==> src/hw/rtl/rcd_pkg.sv <==
`timescale 1ns / 1ps
`default_nettype none
// Shared constants and types for the red-mean colour distance block.
// No dependencies; every other file in hw/rtl uses this package.

package rcd_pkg;

  // Fraction bits of the distance result (range 0..4)
  localparam int FRAC_BITS = 4;

  localparam int CH_W   = 8;
  localparam int SUM_W  = 20;
  localparam int DIST_W = 14;
  localparam int SQ_W   = 2 * CH_W;
  localparam int WT_W   = 10;
  localparam int PROD_W = WT_W + SQ_W;

  // Radicand is the sum shifted left by 2*FRAC_BITS bits; the root has half its bits
  localparam int RAD_W  = SUM_W + 2 * FRAC_BITS;
  localparam int ROOT_W = RAD_W / 2;

  // Decoupling queue between front and back
  localparam int Q_DEPTH = 8;
  localparam int Q_PTR_W = $clog2(Q_DEPTH);
  localparam int Q_CNT_W = $clog2(Q_DEPTH + 1);

  localparam logic [WT_W-1:0] RED_BASE  = 10'd512;
  localparam logic [WT_W-1:0] BLUE_BASE = 10'd767;

  // Front to queue: input accepted this cycle, finished sum to push
  typedef struct packed {
    logic             accept;
    logic             push;
    logic [SUM_W-1:0] sum;
  } front_q_t;

  // Queue head as seen by the back end
  typedef struct packed {
    logic             valid;
    logic [SUM_W-1:0] sum;
  } q_head_t;

endpackage

`default_nettype wire

==> src/hw/rtl/rcd_ifs.sv <==
`timescale 1ns / 1ps
`default_nettype none
// Valid/ready channel interfaces for the colour pair input and the distance result.
// Depends on rcd_pkg for field widths.

interface rcd_pair_if;
  logic                     valid;
  logic                     ready;
  logic [rcd_pkg::CH_W-1:0] first_red;
  logic [rcd_pkg::CH_W-1:0] first_green;
  logic [rcd_pkg::CH_W-1:0] first_blue;
  logic [rcd_pkg::CH_W-1:0] second_red;
  logic [rcd_pkg::CH_W-1:0] second_green;
  logic [rcd_pkg::CH_W-1:0] second_blue;

  modport source (
    output valid, first_red, first_green, first_blue,
    output second_red, second_green, second_blue,
    input  ready
  );
  modport sink (
    input  valid, first_red, first_green, first_blue,
    input  second_red, second_green, second_blue,
    output ready
  );
endinterface

interface rcd_dist_if;
  logic                       valid;
  logic                       ready;
  logic [rcd_pkg::SUM_W-1:0]  weighted_square_sum;
  logic [rcd_pkg::DIST_W-1:0] distance_fixed;

  modport source (output valid, weighted_square_sum, distance_fixed, input ready);
  modport sink (input valid, weighted_square_sum, distance_fixed, output ready);
endinterface

`default_nettype wire

==> src/hw/rtl/rcd_front.sv <==
`timescale 1ns / 1ps
`default_nettype none
// Front end: accepts colour pairs and forms the weighted square sum in four stages.
// Depends on rcd_pkg and rcd_ifs; free-running, admission is gated by queue credit.

module rcd_front (
  input  wire logic              clk,
  input  wire logic              rst,
  rcd_pair_if.sink               pair,
  input  wire logic              room,
  output rcd_pkg::front_q_t      fq
);

  function automatic logic [rcd_pkg::CH_W-1:0] abs_diff(
    input logic [rcd_pkg::CH_W-1:0] a,
    input logic [rcd_pkg::CH_W-1:0] b
  );
    abs_diff = (a > b) ? a - b : b - a;
  endfunction

  logic accept;

  logic                        v1, v2, v3, v4;
  logic [rcd_pkg::CH_W-1:0]    mean1, dr1, dg1, db1;
  logic [rcd_pkg::SQ_W-1:0]    dr2, dg2, db2;
  logic [rcd_pkg::WT_W-1:0]    wr2, wb2;
  logic [rcd_pkg::PROD_W-1:0]  pr3, pb3;
  logic [rcd_pkg::SQ_W+1:0]    g3;
  logic [rcd_pkg::SUM_W-1:0]   sum4;

  assign pair.ready = room;
  assign accept     = pair.valid && room;

  always_ff @(posedge clk) begin
    if (rst) begin
      v1 <= 1'b0;
      v2 <= 1'b0;
      v3 <= 1'b0;
      v4 <= 1'b0;
    end else begin
      v1 <= accept;
      v2 <= v1;
      v3 <= v2;
      v4 <= v3;
    end
  end

  always_ff @(posedge clk) begin
    // differences and truncated red mean
    mean1 <= rcd_pkg::CH_W'(({1'b0, pair.first_red} + {1'b0, pair.second_red}) >> 1);
    dr1   <= abs_diff(pair.first_red, pair.second_red);
    dg1   <= abs_diff(pair.first_green, pair.second_green);
    db1   <= abs_diff(pair.first_blue, pair.second_blue);
    // squares and channel weights
    dr2   <= dr1 * dr1;
    dg2   <= dg1 * dg1;
    db2   <= db1 * db1;
    wr2   <= rcd_pkg::RED_BASE + rcd_pkg::WT_W'(mean1);
    wb2   <= rcd_pkg::BLUE_BASE - rcd_pkg::WT_W'(mean1);
    // weighted products
    pr3   <= wr2 * dr2;
    pb3   <= wb2 * db2;
    g3    <= {dg2, 2'b00};
    // scale and add
    sum4  <= rcd_pkg::SUM_W'(pr3 >> 8) + rcd_pkg::SUM_W'(pb3 >> 8) + rcd_pkg::SUM_W'(g3);
  end

  assign fq.accept = accept;
  assign fq.push   = v4;
  assign fq.sum    = sum4;

endmodule

`default_nettype wire

==> src/hw/rtl/rcd_queue.sv <==
`timescale 1ns / 1ps
`default_nettype none
// Short FIFO between front and back, with credit covering items still in the front.
// Depends on rcd_pkg.

module rcd_queue (
  input  wire logic                clk,
  input  wire logic                rst,
  input  rcd_pkg::front_q_t        fq,
  input  wire logic                pop,
  output logic                     room,
  output rcd_pkg::q_head_t         head
);

  logic [rcd_pkg::SUM_W-1:0]   mem [0:rcd_pkg::Q_DEPTH-1];
  logic [rcd_pkg::Q_PTR_W-1:0] wr_ptr, rd_ptr;
  logic [rcd_pkg::Q_CNT_W-1:0] fill, fill_next;
  logic [rcd_pkg::Q_CNT_W-1:0] occ, occ_next;

  // occ counts every accepted item not yet popped, so the FIFO cannot overflow
  assign occ_next  = occ + rcd_pkg::Q_CNT_W'(fq.accept) - rcd_pkg::Q_CNT_W'(pop);
  assign fill_next = fill + rcd_pkg::Q_CNT_W'(fq.push) - rcd_pkg::Q_CNT_W'(pop);

  always_ff @(posedge clk) begin
    if (rst) begin
      wr_ptr <= '0;
      rd_ptr <= '0;
      fill   <= '0;
      occ    <= '0;
    end else begin
      fill <= fill_next;
      occ  <= occ_next;
      if (fq.push) begin
        wr_ptr <= wr_ptr + 1'b1;
      end
      if (pop) begin
        rd_ptr <= rd_ptr + 1'b1;
      end
    end
  end

  always_ff @(posedge clk) begin
    if (fq.push) begin
      mem[wr_ptr] <= fq.sum;
    end
  end

  assign room       = occ < rcd_pkg::Q_CNT_W'(rcd_pkg::Q_DEPTH);
  assign head.valid = fill != '0;
  assign head.sum   = mem[rd_ptr];

endmodule

`default_nettype wire

==> src/hw/rtl/rcd_back.sv <==
`timescale 1ns / 1ps
`default_nettype none
// Back end: pipelined digit-by-digit square root, one root bit per stage.
// Depends on rcd_pkg and rcd_ifs; the whole pipe holds while the result is stalled.

module rcd_back (
  input  wire logic              clk,
  input  wire logic              rst,
  input  rcd_pkg::q_head_t       head,
  output logic                   pop,
  rcd_dist_if.source             result
);

  localparam int N = rcd_pkg::ROOT_W;

  logic adv;

  logic                        v_q    [1:N];
  logic [rcd_pkg::SUM_W-1:0]   sum_q  [1:N];
  logic [rcd_pkg::ROOT_W-1:0]  root_q [1:N];
  logic [rcd_pkg::RAD_W-1:0]   x_q    [1:N-1];
  logic [rcd_pkg::ROOT_W-1:0]  rem_q  [1:N-1];

  assign adv = !v_q[N] || result.ready;
  assign pop = adv && head.valid;

  for (genvar k = 0; k < N; k++) begin : g_stage
    logic                        vi;
    logic [rcd_pkg::SUM_W-1:0]   sumi;
    logic [rcd_pkg::ROOT_W-1:0]  rooti;
    logic [rcd_pkg::RAD_W-1:0]   xi;
    logic [rcd_pkg::ROOT_W-1:0]  remi;
    logic [rcd_pkg::ROOT_W+1:0]  rem_sh, trial;
    logic                        ge;

    if (k == 0) begin : g_src
      assign vi    = head.valid;
      assign sumi  = head.sum;
      assign rooti = '0;
      assign xi    = rcd_pkg::RAD_W'(head.sum) << (2 * rcd_pkg::FRAC_BITS);
      assign remi  = '0;
    end else begin : g_src
      assign vi    = v_q[k];
      assign sumi  = sum_q[k];
      assign rooti = root_q[k];
      assign xi    = x_q[k];
      assign remi  = rem_q[k];
    end

    // bring down the next two radicand bits and try root*4+1
    assign rem_sh = {remi, xi[rcd_pkg::RAD_W-1 -: 2]};
    assign trial  = {rooti, 2'b01};
    assign ge     = rem_sh >= trial;

    always_ff @(posedge clk) begin
      if (rst) begin
        v_q[k+1] <= 1'b0;
      end else if (adv) begin
        v_q[k+1] <= vi;
      end
    end

    always_ff @(posedge clk) begin
      if (adv) begin
        sum_q[k+1]  <= sumi;
        root_q[k+1] <= {rooti[rcd_pkg::ROOT_W-2:0], ge};
      end
    end

    if (k < N - 1) begin : g_carry
      always_ff @(posedge clk) begin
        if (adv) begin
          x_q[k+1]   <= xi << 2;
          rem_q[k+1] <= rcd_pkg::ROOT_W'(ge ? rem_sh - trial : rem_sh);
        end
      end
    end
  end

  assign result.valid               = v_q[N];
  assign result.weighted_square_sum = sum_q[N];
  assign result.distance_fixed      = rcd_pkg::DIST_W'(root_q[N]);

endmodule

`default_nettype wire

==> src/hw/rtl/redmean_color_distance.sv <==
`timescale 1ns / 1ps
`default_nettype none
// Red-mean weighted colour distance.
//
// Input channel pair (rcd_pair_if, sink): two RGB colours, 8 bits a channel.
// Output channel result (rcd_dist_if, source): the weighted square sum and the
// floor of its square root with FRAC_BITS fraction bits. One result beat per
// input beat, in order; a beat moves when valid and ready are both high.
//
// Throughput: one pair per cycle while result.ready stays high.
// Path: 4 front stages, the registered queue, then one square root stage per root
// bit (10 + FRAC_BITS). The root pipeline sets the latency; the front
// multipliers set the depth of the front.
// A stalled result holds the root pipeline; the front keeps running and its
// output collects in an 8-entry queue. pair.ready drops once 8 pairs are
// accepted but not yet taken into the root pipeline.
// Reset (rst, synchronous) empties the queue and all pipeline stages; pair.ready
// is high in the first cycle after reset.

module redmean_color_distance (
  input  wire logic  clk,
  input  wire logic  rst,
  rcd_pair_if.sink   pair,
  rcd_dist_if.source result
);

  rcd_pkg::front_q_t fq;
  rcd_pkg::q_head_t  head;
  logic              room;
  logic              pop;

  rcd_front u_front (
    .clk  (clk),
    .rst  (rst),
    .pair (pair),
    .room (room),
    .fq   (fq)
  );

  rcd_queue u_queue (
    .clk  (clk),
    .rst  (rst),
    .fq   (fq),
    .pop  (pop),
    .room (room),
    .head (head)
  );

  rcd_back u_back (
    .clk    (clk),
    .rst    (rst),
    .head   (head),
    .pop    (pop),
    .result (result)
  );

  // no result may appear straight after reset
  a_reset_empty: assert property (@(posedge clk) rst |=> !result.valid)
    else $error("result valid right after reset");

  // every push into the queue comes from a pair accepted earlier and passed through the front stages
  a_push_origin: assert property (@(posedge clk) disable iff (rst)
    fq.push |-> $past(pair.valid && pair.ready, 4))
    else $error("queue push without matching accepted pair");

  // the back end must not take from the queue while its result is stalled
  a_hold_on_stall: assert property (@(posedge clk) disable iff (rst)
    result.valid && !result.ready |-> !pop)
    else $error("queue popped while result stalled");

  // a pop only ever takes a real entry
  a_pop_nonempty: assert property (@(posedge clk) disable iff (rst)
    pop |-> head.valid)
    else $error("pop from empty queue");

endmodule

`default_nettype wire
==> src/flat_wrapper.sv <==
// flat-port wrapper written by rule: the top's interface ports become plain ports
module redmean_color_distance_flat 
  (clk, rst, pair_valid, pair_first_red, pair_first_green, pair_first_blue, pair_second_red, pair_second_green, pair_second_blue, pair_ready, result_valid, result_weighted_square_sum, result_distance_fixed, result_ready);
  rcd_pair_if pair_i ();
  rcd_dist_if result_i ();
  input  wire logic clk;
  input  wire logic rst;
  input wire logic [$bits(pair_i.valid)-1:0] pair_valid;
  input wire logic [$bits(pair_i.first_red)-1:0] pair_first_red;
  input wire logic [$bits(pair_i.first_green)-1:0] pair_first_green;
  input wire logic [$bits(pair_i.first_blue)-1:0] pair_first_blue;
  input wire logic [$bits(pair_i.second_red)-1:0] pair_second_red;
  input wire logic [$bits(pair_i.second_green)-1:0] pair_second_green;
  input wire logic [$bits(pair_i.second_blue)-1:0] pair_second_blue;
  output wire logic [$bits(pair_i.ready)-1:0] pair_ready;
  output wire logic [$bits(result_i.valid)-1:0] result_valid;
  output wire logic [$bits(result_i.weighted_square_sum)-1:0] result_weighted_square_sum;
  output wire logic [$bits(result_i.distance_fixed)-1:0] result_distance_fixed;
  input wire logic [$bits(result_i.ready)-1:0] result_ready;
  assign pair_i.valid = pair_valid;
  assign pair_i.first_red = pair_first_red;
  assign pair_i.first_green = pair_first_green;
  assign pair_i.first_blue = pair_first_blue;
  assign pair_i.second_red = pair_second_red;
  assign pair_i.second_green = pair_second_green;
  assign pair_i.second_blue = pair_second_blue;
  assign pair_ready = pair_i.ready;
  assign result_valid = result_i.valid;
  assign result_weighted_square_sum = result_i.weighted_square_sum;
  assign result_distance_fixed = result_i.distance_fixed;
  assign result_i.ready = result_ready;
  redmean_color_distance u_core (.clk(clk), .rst(rst), .pair(pair_i), .result(result_i));
endmodule
==> config.mk <==
export PLATFORM = sky130hd
export DESIGN_NAME = redmean_color_distance_flat
export DESIGN_NICKNAME = d
export VERILOG_FILES = /design/src/hw/rtl/rcd_pkg.sv /design/src/hw/rtl/rcd_ifs.sv /design/src/hw/rtl/rcd_front.sv /design/src/hw/rtl/rcd_queue.sv /design/src/hw/rtl/rcd_back.sv /design/src/hw/rtl/redmean_color_distance.sv /design/src/flat_wrapper.sv
export SDC_FILE = /design/constraint.sdc
export NUM_CORES = 2
export LEC_CHECK = 0
export BUFFER_PORTS_ARGS = -buffer_cell sky130_fd_sc_hd__buf_2
export CAP_MARGIN = 20
export CORE_MARGIN = 3
export CORE_UTILIZATION = 58
export CTS_CLUSTER_DIAMETER = 60
export DETAILED_ROUTE_END_ITERATION = 10
export HOLD_SLACK_MARGIN = 0.06
export PLACE_DENSITY_LB_ADDON = 0.12
export SYNTH_ARGS = -nofsm -noshare
export SYNTH_HDL_FRONTEND = slang
export SYNTH_HIERARCHICAL = 1
export SYNTH_SLANG_ARGS = --single-unit
==> constraint.sdc <==
create_clock -name clk -period 14.29 [get_ports clk]
set_input_delay 0 -clock clk [delete_from_list [all_inputs] [get_ports clk]]
set_output_delay 0 -clock clk [all_outputs]
set_load 0.005 [all_outputs]
==> flow_metrics.tcl <==
set metrics [dict create \
    cp_max_fo 15 \
    grt_pass1_vias 29830 \
    max_freq_ghz 0.1758 \
    drive_gt1_share_pct 8.200 \
    dieWidth_um 302.9 \
    drv_slew 0 \
    start_util_pct 58.74 \
    synth_common_cells "edfxtp_1, inv_1, ha_1" \
    ys_seq_elements 909 \
    via_count 29960 \
    max_slew_margin_pct 31.72 \
    reg2reg_from "u_core/u_front/wb2[3]" \
    yosysTopAreaCell "edfxtp_1" \
    ctsHoldBuffers 85 \
    min-delay-start "pair_first_blue[0]" \
    diodes 0 \
    core-area_sq_um 87020 \
    worstSetupEndpointType "flip-flop" \
    netlist_area_sq_um 51120 \
    cts_tree "done" \
    rows 108 \
    ctsHtreeMaxLevel 3 \
    min_period_over_period_pct 39.82 \
    cp.required_ns 14.84 \
    ff2ff_setup_slack_ns 8.60 \
    status "finished, final reports clean" \
    antenna_found_initial 0 \
    path_cells "nand2_1 -> fa_1 -> inv_1 -> fa_1 -> inv_1 -> fa_1 -> inv_1 -> fa_1 -> inv_1 -> fa_1 -> inv_1 -> ha_1 -> o21a_1 -> nor2_1 -> a21oi_1 -> a2111oi_2 -> o21ai_2 -> a221oi_1 -> xnor2_1" \
    cp_slowest_cell "dfxtp_1" \
    insertion_delay_ns 0.67 \
    die-area_sq_um 91730 \
    hold_end "u_core/u_front/db1[0]" \
    synth_area_leaders "edfxtp_1, fa_1, ha_1" \
    cts_sinks 909 \
    drtIter0Drc 2042 \
    min_period_ns 5.690 \
    nFillCells 6470 \
    dp_hpwl_um 63090 \
    tns_ns 0 \
    critical_path_class "flip-flop to flip-flop" \
    setup_violations 0 \
    yosysUniqueCellTypes 89 \
    tightest_slew_ns 1.024 \
    cap_violations 0 \
    synth_area_per_cell_sq_um 12.53 \
    hp-class "input pin to flip-flop" \
    routed_via_density 5.404 \
    grt_pass1_wl_um 147400 \
    grtUsageTotal_pct 19.69 \
    numCtsBuffers 98 \
    async_flop_share_pct 0 \
    synth_top_area_share_pct 42.53 \
    cp_data_arrival_time_ns 6.24 \
    fin_nets 5063 \
    synthCells 4081 \
    whs_path_depth 5 \
    syn_nets 4835 \
    synth_edf_count 724 \
    ant_nets 0 \
    cts.path.max_buffers 3 \
    firstDrtPassIters 7 \
    pin_count 88 \
    portBuffers 87 \
    clockRootBuffer "clkbuf_16" \
    seq_area_frac_synth_pct 49.77 \
    synth-main-ff-cell "edfxtp_1" \
    drt_wl_total_um 88300 \
    rsz0062_at_grt "false" \
    cpPeakStageDelay_ns 0.65 \
    clk_pin_slew_worst_paths_ns 0.06 \
    gp_congestion 0.8715 \
    design_area_sq_um 57310 \
    postCtsSetupRepairBufs 0 \
    wl_per_cell_um 15.92 \
    finalHoldViolCount 0 \
    cts_resized 0 \
    placed_area_sq_um 52880 \
    grt_overflow 0 \
    crit_path_start_kind "flip-flop" \
    drc_errors 0 \
    synth.most_common_cell "edfxtp_1" \
    skew_ns 0.05176 \
    grt_max_degree 189 \
    rr_worst_depth 19 \
    timing.rr.end "u_core/u_front/pb3[25]" \
    areaGrowthSynthToFinish_pct 12.10 \
    yosys_warnings 6 \
    die_y_um 302.9 \
]
worst max-delay path by stage:
stage | start | cells after the start | to
floorplan | u_core/u_back/v_q[1][6] | 9 | u_core/u_queue/occ[2]
global placement | u_core/u_front/wb2[3] | 19 | u_core/u_front/pb3[25]
detailed placement | u_core/u_front/wb2[3] | 19 | u_core/u_front/pb3[25]
CTS | u_core/u_front/wb2[3] | 19 | u_core/u_front/pb3[25]
global route | u_core/u_front/wb2[3] | 19 | u_core/u_front/pb3[25]
finish | u_core/u_front/wb2[3] | 19 | u_core/u_front/pb3[25]
critical path: cells and delay by family (launching register included):
kind	cells	cell delay [ns]
AOI/OAI and AO/OA	5	1.38
xor gates and xnor gates	1	0.16
adders and majority gates	6	2.91
buffers and inverters	5	0.25
DFF	1	0.65
and+or+nand+nor	2	0.24
registers in the layout, summed over array words and instances, names as in the netlist, 3 cells and up, named ones only:
signal / cells
u_core/u_back/rem_q: 165
u_core/u_back/root_q: 105
u_core/u_back/sum_q: 280
u_core/u_back/v_q: 14
u_core/u_front/db1: 8
u_core/u_front/db2: 15
u_core/u_front/dg1: 8
u_core/u_front/dg2: 15
u_core/u_front/dr1: 8
u_core/u_front/dr2: 15
u_core/u_front/g3: 15
u_core/u_front/mean1: 8
u_core/u_front/pb3: 18
u_core/u_front/pr3: 18
u_core/u_front/sum4: 20
u_core/u_front/wb2: 8
u_core/u_front/wr2: 8
u_core/u_queue/fill: 4
u_core/u_queue/mem: 160
u_core/u_queue/occ: 4
u_core/u_queue/rd_ptr: 3
u_core/u_queue/wr_ptr: 3
final cells by class:
class / instances / area (sq um) / area share (%)
Clock inverter: 64 / 972.2 / 1.697
Inverter: 571 / 2143 / 3.740
Multi-Input combinational cell: 2538 / 23240 / 40.56
Timing Repair Buffer: 191 / 1481 / 2.585
Clock buffer: 117 / 2574 / 4.491
Sequential cell: 909 / 25450 / 44.41
Tap cell: 1155 / 1445 / 2.522
layout by cell type, fill, tap and decap left out, types with 13 or more instances in the layout:
| cell | instances |
|---|---|
| o21ai_0 | 90 |
| buf_2 | 87 |
| nand4_1 | 22 |
| mux2i_1 | 28 |
| a21o_1 | 64 |
| nor2_1 | 172 |
| nor3_1 | 57 |
| mux2_2 | 52 |
| or3_1 | 24 |
| clkbuf_1 | 14 |
| fa_1 | 275 |
| and3_1 | 16 |
| o21a_1 | 36 |
| edfxtp_1 | 724 |
| xnor2_1 | 153 |
| xor2_1 | 77 |
| or2_2 | 19 |
| o21bai_1 | 36 |
| o211ai_1 | 13 |
| and2_1 | 183 |
| buf_4 | 15 |
| clkbuf_16 | 98 |
| o31ai_1 | 21 |
| mux4_1 | 40 |
| nand2b_1 | 31 |
| ha_1 | 427 |
| a211oi_1 | 15 |
| bufinv_16 | 17 |
| dlygate4sd3_1 | 85 |
| nand3_1 | 43 |
| a21oi_1 | 167 |
| nor2b_1 | 54 |
| nand2_1 | 241 |
| dfxtp_1 | 183 |
| nor4_1 | 17 |
| inv_1 | 570 |
kinds of logic after synthesis:
logic type / after synthesis / share of synthesized area [%]
other cells: 1 / 0.007336
buf+inv: 634 / 4.805
simple gates: 933 / 9.416
compound gates: 552 / 7.086
fa+ha+maj: 702 / 21.22
mux: 120 / 3.750
flops: 909 / 49.77
xor+xnor: 230 / 3.941
through the flow:
| stage | hold WS [ns] | setup WS, ns | utilization (%) | std cells |
|---|---|---|---|---|
| after floorplan | 0.06907 | 5.332 | - | 4081 |
| after global placement | 0.3109 | 8.749 | 60.73 | 5276 |
| after detailed placement | 0.3121 | 8.647 | 60.77 | 5278 |
| after CTS | 0.2467 | 8.587 | 65.82 | 5544 |
| after global routing | 0.2841 | 8.276 | 65.85 | 5545 |
| final | 0.2846 | 8.600 | 65.85 | 5545 |
per-layer routing:
metal	global-route usage [%]	share of wire, %	vias up
li1	-	-	14670
met4	5.763	2.6	0
met2	34.21	50	525
met3	2.333	3.6	129
met1	26.20	44	14640
met5	0	0	-
Power is not shown: default switching activity piles up to over one toggle a cycle in this logic, so the estimate is an artifact.
